===== src/sv/ftfc_pkg.sv =====
// Types, constants and the CRC step of the file transfer frame checker.
package ftfc_pkg;

  localparam int unsigned HS_LEN = 7;

  localparam logic [15:0] CRC_POLY     = 16'h1021;
  localparam logic [7:0]  INFO_SEQ     = 8'h5A;
  localparam logic [7:0]  INFO_SEQ_INV = 8'hA5;

  localparam logic [1:0] ST_OK      = 2'd0;
  localparam logic [1:0] ST_BAD_HEAD = 2'd1;
  localparam logic [1:0] ST_BAD_SEQ = 2'd2;
  localparam logic [1:0] ST_BAD_CRC = 2'd3;

  localparam logic [1:0] PH_HUNT = 2'd0;
  localparam logic [1:0] PH_INFO = 2'd1;
  localparam logic [1:0] PH_DATA = 2'd2;

  localparam logic CFG_SHORT_CODE = 1'b0;
  localparam logic CFG_LONG_CODE  = 1'b1;

  typedef struct packed {
    logic [1:0] status;
    logic [1:0] phase;
    logic       frame_good;
    logic [7:0] frame_seq;
    logic       frame_long;
  } result_t;

  // Handshake text "ISREADY"
  function automatic logic [7:0] hs_char(input logic [2:0] idx);
    logic [7:0] c;
    case (idx)
      3'd0: c = 8'h49;
      3'd1: c = 8'h53;
      3'd2: c = 8'h52;
      3'd3: c = 8'h45;
      3'd4: c = 8'h41;
      3'd5: c = 8'h44;
      3'd6: c = 8'h59;
      default: c = 8'h00;
    endcase
    return c;
  endfunction

  // CRC-16/XMODEM, one byte, MSB first
  function automatic logic [15:0] crc_add(input logic [15:0] crc, input logic [7:0] b);
    logic [15:0] c;
    c = crc ^ {b, 8'h00};
    for (int k = 0; k < 8; k++) begin
      c = c[15] ? ({c[14:0], 1'b0} ^ CRC_POLY) : {c[14:0], 1'b0};
    end
    return c;
  endfunction

endpackage


===== src/sv/ftfc_core.sv =====
// Receiver state, type code registers and the per-byte step logic.
module ftfc_core #(
  parameter int unsigned HeaderBytes  = 4,
  parameter int unsigned ShortPayload = 128,
  parameter int unsigned LongPayload  = 1024
) (
  input  logic                  clk_i,
  input  logic                  rst_ni,
  input  logic                  cfg_we_i,
  input  logic                  cfg_idx_i,
  input  logic [7:0]            cfg_wdata_i,
  input  logic                  step_i,
  input  logic [7:0]            data_i,
  output ftfc_pkg::result_t     res_o
);

  localparam int unsigned PayMax = (ShortPayload > LongPayload) ? ShortPayload : LongPayload;
  localparam int unsigned CntW   = $clog2(HeaderBytes + PayMax + 2);

  localparam logic [CntW-1:0] PosSeq    = CntW'(2);
  localparam logic [CntW-1:0] PosSeqInv = CntW'(3);
  localparam logic [CntW-1:0] PosPay    = CntW'(HeaderBytes);
  localparam logic [CntW-1:0] ShortEnd  = CntW'(HeaderBytes + ShortPayload);
  localparam logic [CntW-1:0] LongEnd   = CntW'(HeaderBytes + LongPayload);
  localparam logic [CntW-1:0] ShortLast = CntW'(HeaderBytes + ShortPayload + 1);
  localparam logic [CntW-1:0] LongLast  = CntW'(HeaderBytes + LongPayload + 1);
  localparam logic [CntW-1:0] HsLen     = CntW'(ftfc_pkg::HS_LEN);

  logic [7:0]      short_code_q, long_code_q;
  logic [1:0]      phase_q, phase_d;
  logic [CntW-1:0] cnt_q, cnt_d;
  logic            long_q, long_d;
  logic [7:0]      last_seq_q, last_seq_d;
  logic [7:0]      seq_q, seq_d;
  logic [7:0]      seq_inv_q, seq_inv_d;
  logic [15:0]     crc_q, crc_d;
  logic [7:0]      crc_hi_q, crc_hi_d;

  logic [1:0]      status;
  logic            good;
  logic            info;
  logic [15:0]     crc_cur;
  logic [CntW-1:0] pay_end, last_pos;
  logic [7:0]      want, want_inv;
  logic [2:0]      m;

  always_comb begin
    phase_d    = phase_q;
    cnt_d      = cnt_q;
    long_d     = long_q;
    last_seq_d = last_seq_q;
    seq_d      = seq_q;
    seq_inv_d  = seq_inv_q;
    crc_d      = crc_q;
    crc_hi_d   = crc_hi_q;
    status     = ftfc_pkg::ST_OK;
    good       = 1'b0;
    info       = (phase_q == ftfc_pkg::PH_INFO);
    crc_cur    = crc_q;
    pay_end    = ShortEnd;
    last_pos   = ShortLast;
    want       = info ? ftfc_pkg::INFO_SEQ : last_seq_q + 8'd1;
    want_inv   = info ? ftfc_pkg::INFO_SEQ_INV : ~(last_seq_q + 8'd1);
    m          = (cnt_q < HsLen) ? cnt_q[2:0] : 3'd0;

    if (phase_q == ftfc_pkg::PH_INFO || phase_q == ftfc_pkg::PH_DATA) begin
      if (cnt_q == '0) begin
        crc_cur = '0;
        if (info) begin
          if (data_i != short_code_q) begin
            status = ftfc_pkg::ST_BAD_HEAD;
          end else begin
            long_d = 1'b0;
          end
        end else if (data_i == short_code_q) begin
          long_d = 1'b0;
        end else if (data_i == long_code_q) begin
          long_d = 1'b1;
        end else begin
          status = ftfc_pkg::ST_BAD_HEAD;
        end
      end
      pay_end  = long_d ? LongEnd : ShortEnd;
      last_pos = long_d ? LongLast : ShortLast;
      crc_d    = crc_cur;

      if (status == ftfc_pkg::ST_OK) begin
        if (cnt_q == PosSeq) begin
          seq_d = data_i;
        end else if (cnt_q == PosSeqInv) begin
          seq_inv_d = data_i;
        end else if (cnt_q >= PosPay && cnt_q < pay_end) begin
          crc_d = ftfc_pkg::crc_add(crc_cur, data_i);
        end else if (cnt_q == pay_end) begin
          crc_hi_d = data_i;
        end

        if (cnt_q >= last_pos) begin
          if (seq_q != want || seq_inv_q != want_inv) begin
            status = ftfc_pkg::ST_BAD_SEQ;
          end else if ({crc_hi_q, data_i} != crc_d) begin
            status = ftfc_pkg::ST_BAD_CRC;
          end else begin
            good  = 1'b1;
            cnt_d = '0;
            if (info) begin
              phase_d = ftfc_pkg::PH_DATA;
            end else begin
              last_seq_d = seq_q;
            end
          end
        end else begin
          cnt_d = cnt_q + CntW'(1);
        end
      end

      if (status != ftfc_pkg::ST_OK) begin
        phase_d    = ftfc_pkg::PH_HUNT;
        cnt_d      = '0;
        long_d     = 1'b0;
        last_seq_d = '0;
        seq_d      = '0;
        seq_inv_d  = '0;
        crc_d      = '0;
        crc_hi_d   = '0;
      end
    end else begin
      phase_d = ftfc_pkg::PH_HUNT;
      if (data_i != ftfc_pkg::hs_char(m)) begin
        cnt_d = (data_i == ftfc_pkg::hs_char(3'd0)) ? CntW'(1) : '0;
      end else if (CntW'(m) + CntW'(1) < HsLen) begin
        cnt_d = CntW'(m) + CntW'(1);
      end else begin
        cnt_d   = '0;
        phase_d = ftfc_pkg::PH_INFO;
      end
    end
  end

  always_ff @(posedge clk_i or negedge rst_ni) begin
    if (!rst_ni) begin
      short_code_q <= 8'd1;
      long_code_q  <= 8'd2;
      phase_q      <= ftfc_pkg::PH_HUNT;
      cnt_q        <= '0;
      long_q       <= 1'b0;
      last_seq_q   <= '0;
      seq_q        <= '0;
      seq_inv_q    <= '0;
      crc_q        <= '0;
      crc_hi_q     <= '0;
    end else begin
      if (cfg_we_i) begin
        if (cfg_idx_i == ftfc_pkg::CFG_SHORT_CODE) begin
          short_code_q <= cfg_wdata_i;
        end else begin
          long_code_q <= cfg_wdata_i;
        end
      end
      if (step_i) begin
        phase_q    <= phase_d;
        cnt_q      <= cnt_d;
        long_q     <= long_d;
        last_seq_q <= last_seq_d;
        seq_q      <= seq_d;
        seq_inv_q  <= seq_inv_d;
        crc_q      <= crc_d;
        crc_hi_q   <= crc_hi_d;
      end
    end
  end

  assign res_o.status     = status;
  assign res_o.phase      = phase_d;
  assign res_o.frame_good = good;
  assign res_o.frame_seq  = last_seq_d;
  assign res_o.frame_long = long_d;

endmodule


===== config.mk =====
export PLATFORM = sky130hd
export DESIGN_NAME = ftfc_core
export DESIGN_NICKNAME = d
export VERILOG_FILES = /design/src/sv/ftfc_pkg.sv /design/src/sv/ftfc_core.sv
export SDC_FILE = /design/constraint.sdc
export NUM_CORES = 1
export LEC_CHECK = 0
export ABC_AREA = 1
export BUFFER_PORTS_ARGS = -buffer_cell sky130_fd_sc_hd__clkbuf_2
export CAP_MARGIN = 20
export CORE_MARGIN = 5
export CORE_UTILIZATION = 62
export CTS_CLUSTER_SIZE = 20
export DETAILED_ROUTE_END_ITERATION = 8
export PLACE_DENSITY = 0.81
export SYNTH_ARGS = -nofsm -noshare
export SYNTH_HDL_FRONTEND = slang
export SYNTH_SLANG_ARGS = --single-unit

===== constraint.sdc =====
create_clock -name clk_i -period 7.09 [get_ports clk_i]
set_input_delay 1.0635 -clock clk_i [delete_from_list [all_inputs] [get_ports clk_i]]
set_output_delay 1.0635 -clock clk_i [all_outputs]
set_load 0.02 [all_outputs]

# == After elaboration in Yosys (flattened, before gate mapping) ==
# Index checks and enable logic that the tools add are counted.
# Widths: inputs -> output; s select.
# classes
n_mux,87
n_eq_ne,25
order_cmp,5
bitwise_logic,11
reduce_logical,18
add_sub_neg,3
# ops
cell,n
$mux 8,23
$mux 16,9
$mux 13,8
$mux 11,8
$pmux 7 s7,1
$mux 2,16
$ne 8x8->1,4
$not 3->3,8
$eq 11x2->1 const B,2
$lt 11x3->1 const B,2
$mux 1,19
$eq 8x8->1,2
$ne 16x16->1,1
$xor 16x16->16,1
$add 11x1->11 const B,1
$eq 11x11->1,1
$ge 11x11->1,1
$ge 11x3->1 const B,1
$logic_not 11->1,1
$lt 11x11->1,1
$reduce_bool 2->1,5
$eq 3x3->1 const B,3
$add 8x1->8 const B,1
$eq 8x7->1 const B,1
other kinds (20),29
# totals
regBits,78
out_inout_bits,14
input_bits,21

# == Logic depth before layout (Yosys ltp) ==
# depth
depth_word,34
depth_mapped,36
mapped_depth_nobuf,33

# == Least setup slack after synthesis ==
# No wires, ideal clock.
# synth_path
kind,in2out
from,input port data_i[1]
to,output port res_o[11] in the netlist's numbering
cell_stages,30
arrival_ps,4917
required_ps,6026
path_slack_ps,1110
path_cell_list,clkbuf_1 xnor2_1 nand3_1 a2111oi_0 nand3_1 a22oi_1 inv_1 ha_1 nand2_1 nor2_1 inv_2 nor2_2 nor2_2 nand2_4 inv_2 buf_4 nand3_1 nand2_1 nand2_1 nand2_1 nor2_1 nand4_1 nor2_2 nand3_1 nand2_2 inv_2 nor2_8 buf_4 nand2_1 nor2_1
# synth_lines
item,line_no,source
start: declaration,ftfc_core.sv:13,"input logic [7:0] data_i,"
end: declaration,ftfc_core.sv:14,output ftfc_pkg::result_t res_o

==> reports/results.tsv <==
stage	metric	value	unit
sta	final-setup-viol-count	0	
yosys	synth_enable_flop_cells	0	
global_route	use_met1	0.4077	
status	status	completed	
sta	grt_setup_unrepaired	false	
yosys	syn_inst	943	
layout	layout.cells.most_common	sky130_fd_sc_hd__nand2_1	
route	detail_route.wirelength	16940	µm
yosys	avgSynthCellArea	6.496	µm²
sta	timing_max_transition_violations_final	0	
sta	layout_min_cycle_time	6.542	ns
sta	finalHoldViolations	0	
place	port_buffers	34	
global_route	grt_first_pass_wirelength	27980	µm
global_route	total_gr_overflow	0	
floorplan	std_cell_rows	36	
route	detail_route.iter0.violations	574	
job	cap_violations	0	
global_route	met3_usage	0.04580	
clock_tree	htreeDepth	3	
worst_setup_path	critical_path.max_fanout	26	
layout	layout.cells.most_common_list	355 x sky130_fd_sc_hd__nand2_1, 107 x sky130_fd_sc_hd__nand3_1, 83 x sky130_fd_sc_hd__inv_1, 76 x sky130_fd_sc_hd__dfrtp_1, 56 x sky130_fd_sc_hd__o21ai_0	
global_route	all_layer_global_routing_usage	0.2978	
yosys	seq_total_area_yosys	0.3190	
worst_setup_path	critical-path-slowest-cell	sky130_fd_sc_hd__a2111oi_2	
min_path	hold_depth	2	
worst_setup_path	crit_path_frequent_cell	sky130_fd_sc_hd__nand2_1	
worst_setup_path	worstPathArrival	5.48	ns
floorplan	coreArea	9684	µm²
clock_tree	clock_path_buffers	2	
clock_tree	cts_made_buffers	9	
worst_setup_path	timing.critical_path.required	6.03	ns
clock_tree	cts.sinks	78	
clock_tree	cts.reportedPaths.clkPinSlew	0.08	ns
sta	max_slew_margin	0.2854	
route	drc_errors	0	
global_route	global_route.peak_usage_layer	met2	
yosys	synthesis.nets	978	
min_path	hold_class	flip-flop to flip-flop	
place	place.gp.congestion	1.049	
sta	final.period_utilization	0.9227	
yosys	syn-cell-area	6126	µm²
floorplan	fp.dieH	109.4	µm
clock_tree	cts_hold_buf	0	
layout	area_growth_syn_to_layout	7.721	%
floorplan	ports	35	
floorplan	floorplan.initialDensity	0.6326	
layout	utilization	0.6814	
sta	timing.hold.ws	0.4907	ns
yosys	yosys_most_used_dff	sky130_fd_sc_hd__dfrtp_1	
sta	clock.fmax	152.9	MHz
layout	drive_gt1_frac	0.1147	
route	vias_per_cell	5.799	
sta	worst_slew_pin_slew	1.071	ns
clock_tree	cts_tree	yes	
global_route	grt_max_degree	79	
yosys	synth-warning-count	0	
layout	fillers	906	
worst_setup_path	cp_slowest_stage_delay	0.39	ns
pwr	ir_worst_vdd	0.1153	mV
yosys	asyncSetResetFlopFracSynth	1.000	
sta	tns	0	ns
floorplan	die_area	11970	µm²
worst_setup_path	endpoint_kind	primary output	
place	hpwlAfterDp	12280	µm
layout	finish.net_count	998	
yosys	count_of_distinct_cell_types_in_the_synthesized_netlist	44	
clock_tree	worstSkewPairLatency	0.37	ns
clock_tree	post_cts_buffers	0	
global_route	antenna_found_initial	0	
worst_setup_path	setup.worst_path.class	primary input to primary output	
floorplan	die_w	109.4	µm
route	wire_per_inst	15.39	µm
yosys	synth.ff_latch_count	78	
route	postRouteAntennaNets	0	
pwr	p_leak	3.386	nW
clock_tree	clockRootBuffer	sky130_fd_sc_hd__clkbuf_8	
layout	antenna_cells_inserted	0	
route	via_count	6385	
pwr	power-per-cell-area	141.2	nW/µm²
worst_setup_path	critical_path.startpoint_type	primary input	
worst_setup_path	path_depth_of_the_worst_reg2reg_path	30	
global_route	grtUsageMet2	0.4682	
route	drt_pre_antenna_iters	5	
sta	skew	0.01057	ns
global_route	number_of_global_route_vias_before_repair	5770	
==> path summary, 6_finish.rpt <==
path | from | end | slack, ns
hold / removal | seq_q[7]$_DFFE_PN0P_ | seq_q[7]$_DFFE_PN0P_ | 0.49
max in group asynchronous | rst_ni | crc_q[8]$_DFFE_PN0P_ | 5.95
setup reg to reg | cnt_q[0]$_DFFE_PN0P_ | crc_q[4]$_DFFE_PN0P_ | 1.89
setup / recovery | data_i[7] | res_o[0] | 0.55
min in group asynchronous | rst_ni | short_code_q[1]$_DFFE_PN0P_ | 0.55
hold reg to reg | seq_q[7]$_DFFE_PN0P_ | seq_q[7]$_DFFE_PN0P_ | 0.49
==> stage by stage <==
stage / setup slack (ns) / instances / area, µm² / power [mW]
6_report: 0.5479 / 1101 / 6599 / 0.9320
5_1_grt: 0.06879 / 1101 / 6599 / 0.9749
4_1_cts: 0.3220 / 1099 / 6530 / 0.9287
3_5_place_dp: 0.3230 / 1083 / 6352 / 0.6185
3_3_place_gp: 0.4672 / 1082 / 6345 / 0.6163
2_1_floorplan: 1.110 / 943 / 6126 / 0.5769
==> final cells by class <==
cell class | count | area, µm² | share of cell area
clock buffers | 11 | 141.4 | 0.02143
clock inverters | 5 | 36.28 | 0.005499
inverters | 94 | 356.6 | 0.05404
multi-input cells | 735 | 3665 | 0.5554
flip-flops and latches | 78 | 1954 | 0.2962
well taps | 133 | 166.4 | 0.02522
repair buffers | 45 | 279.0 | 0.04228
==> layer usage <==
| metal | wire [µm] | vias up |
|---|---|---|
| met5 | 0 | - |
| met4 | 464 | 0 |
| met3 | 1392 | 45 |
| met2 | 7848 | 280 |
| met1 | 7238 | 2949 |
| li1 | - | 3111 |
==> registers in the layout, indices dropped and copies added (netlist names) <==
name and flops:
crc_q 16, cnt_q 11, crc_hi_q 8, last_seq_q 8, long_code_q 8, seq_inv_q 8
seq_q 8, short_code_q 8, phase_q 2, long_q 1
==> logic make-up after synthesis <==
logic type,Yosys count,share of synthesized area
AO/OA/AOI/OAI,104,0.1007
XOR/XNOR,24,0.03431
adder cells (fa/ha/maj),14,0.02860
buffers and inverters,131,0.08946
flip-flops,78,0.3190
AND/OR/NAND/NOR,592,0.4279
==> synth_stat cells (4+ instances only) <==
cell | number | area, µm²
sky130_fd_sc_hd__a21oi_1 | 9 | 45.04
sky130_fd_sc_hd__buf_2 | 8 | 40.04
sky130_fd_sc_hd__buf_4 | 6 | 45.04
sky130_fd_sc_hd__clkbuf_1 | 17 | 63.81
sky130_fd_sc_hd__dfrtp_1 | 76 | 1902
sky130_fd_sc_hd__ha_1 | 14 | 175.2
sky130_fd_sc_hd__inv_1 | 83 | 311.6
sky130_fd_sc_hd__inv_2 | 9 | 33.78
sky130_fd_sc_hd__nand2_1 | 355 | 1333
sky130_fd_sc_hd__nand2_2 | 11 | 68.82
sky130_fd_sc_hd__nand2_4 | 5 | 56.30
sky130_fd_sc_hd__nand3_1 | 107 | 535.5
sky130_fd_sc_hd__nand4_1 | 36 | 225.2
sky130_fd_sc_hd__nor2_1 | 48 | 180.2
sky130_fd_sc_hd__nor2_2 | 8 | 50.05
sky130_fd_sc_hd__nor3_1 | 8 | 40.04
sky130_fd_sc_hd__nor4_1 | 4 | 25.02
sky130_fd_sc_hd__o211ai_1 | 4 | 30.03
sky130_fd_sc_hd__o21ai_0 | 58 | 290.3
sky130_fd_sc_hd__o21ai_1 | 9 | 45.04
sky130_fd_sc_hd__o22ai_1 | 6 | 37.54
sky130_fd_sc_hd__o31ai_1 | 6 | 45.04
sky130_fd_sc_hd__xnor2_1 | 11 | 96.34
sky130_fd_sc_hd__xor2_1 | 13 | 113.9
==> power breakdown <==
part,total (mW),switching [mW],internal [mW]
combinational,0.127,0.0831,0.0434
sequential,0.490,0.0205,0.470
clock,0.315,0.179,0.137
==> worst max-delay path: cells and delay by family <==
kind,cells,cell delay (ns)
compound gates,4,0.82
fa+ha+maj,1,0.31
buf+inv,7,1.01
simple gates,19,2.25
==> timing repair <==
item,CTS,global route
gates resized for setup,0,11
setup endpoints to repair,0,10
endpoints found under the hold margin,0,0
Power figures use the tool's default switching activity.
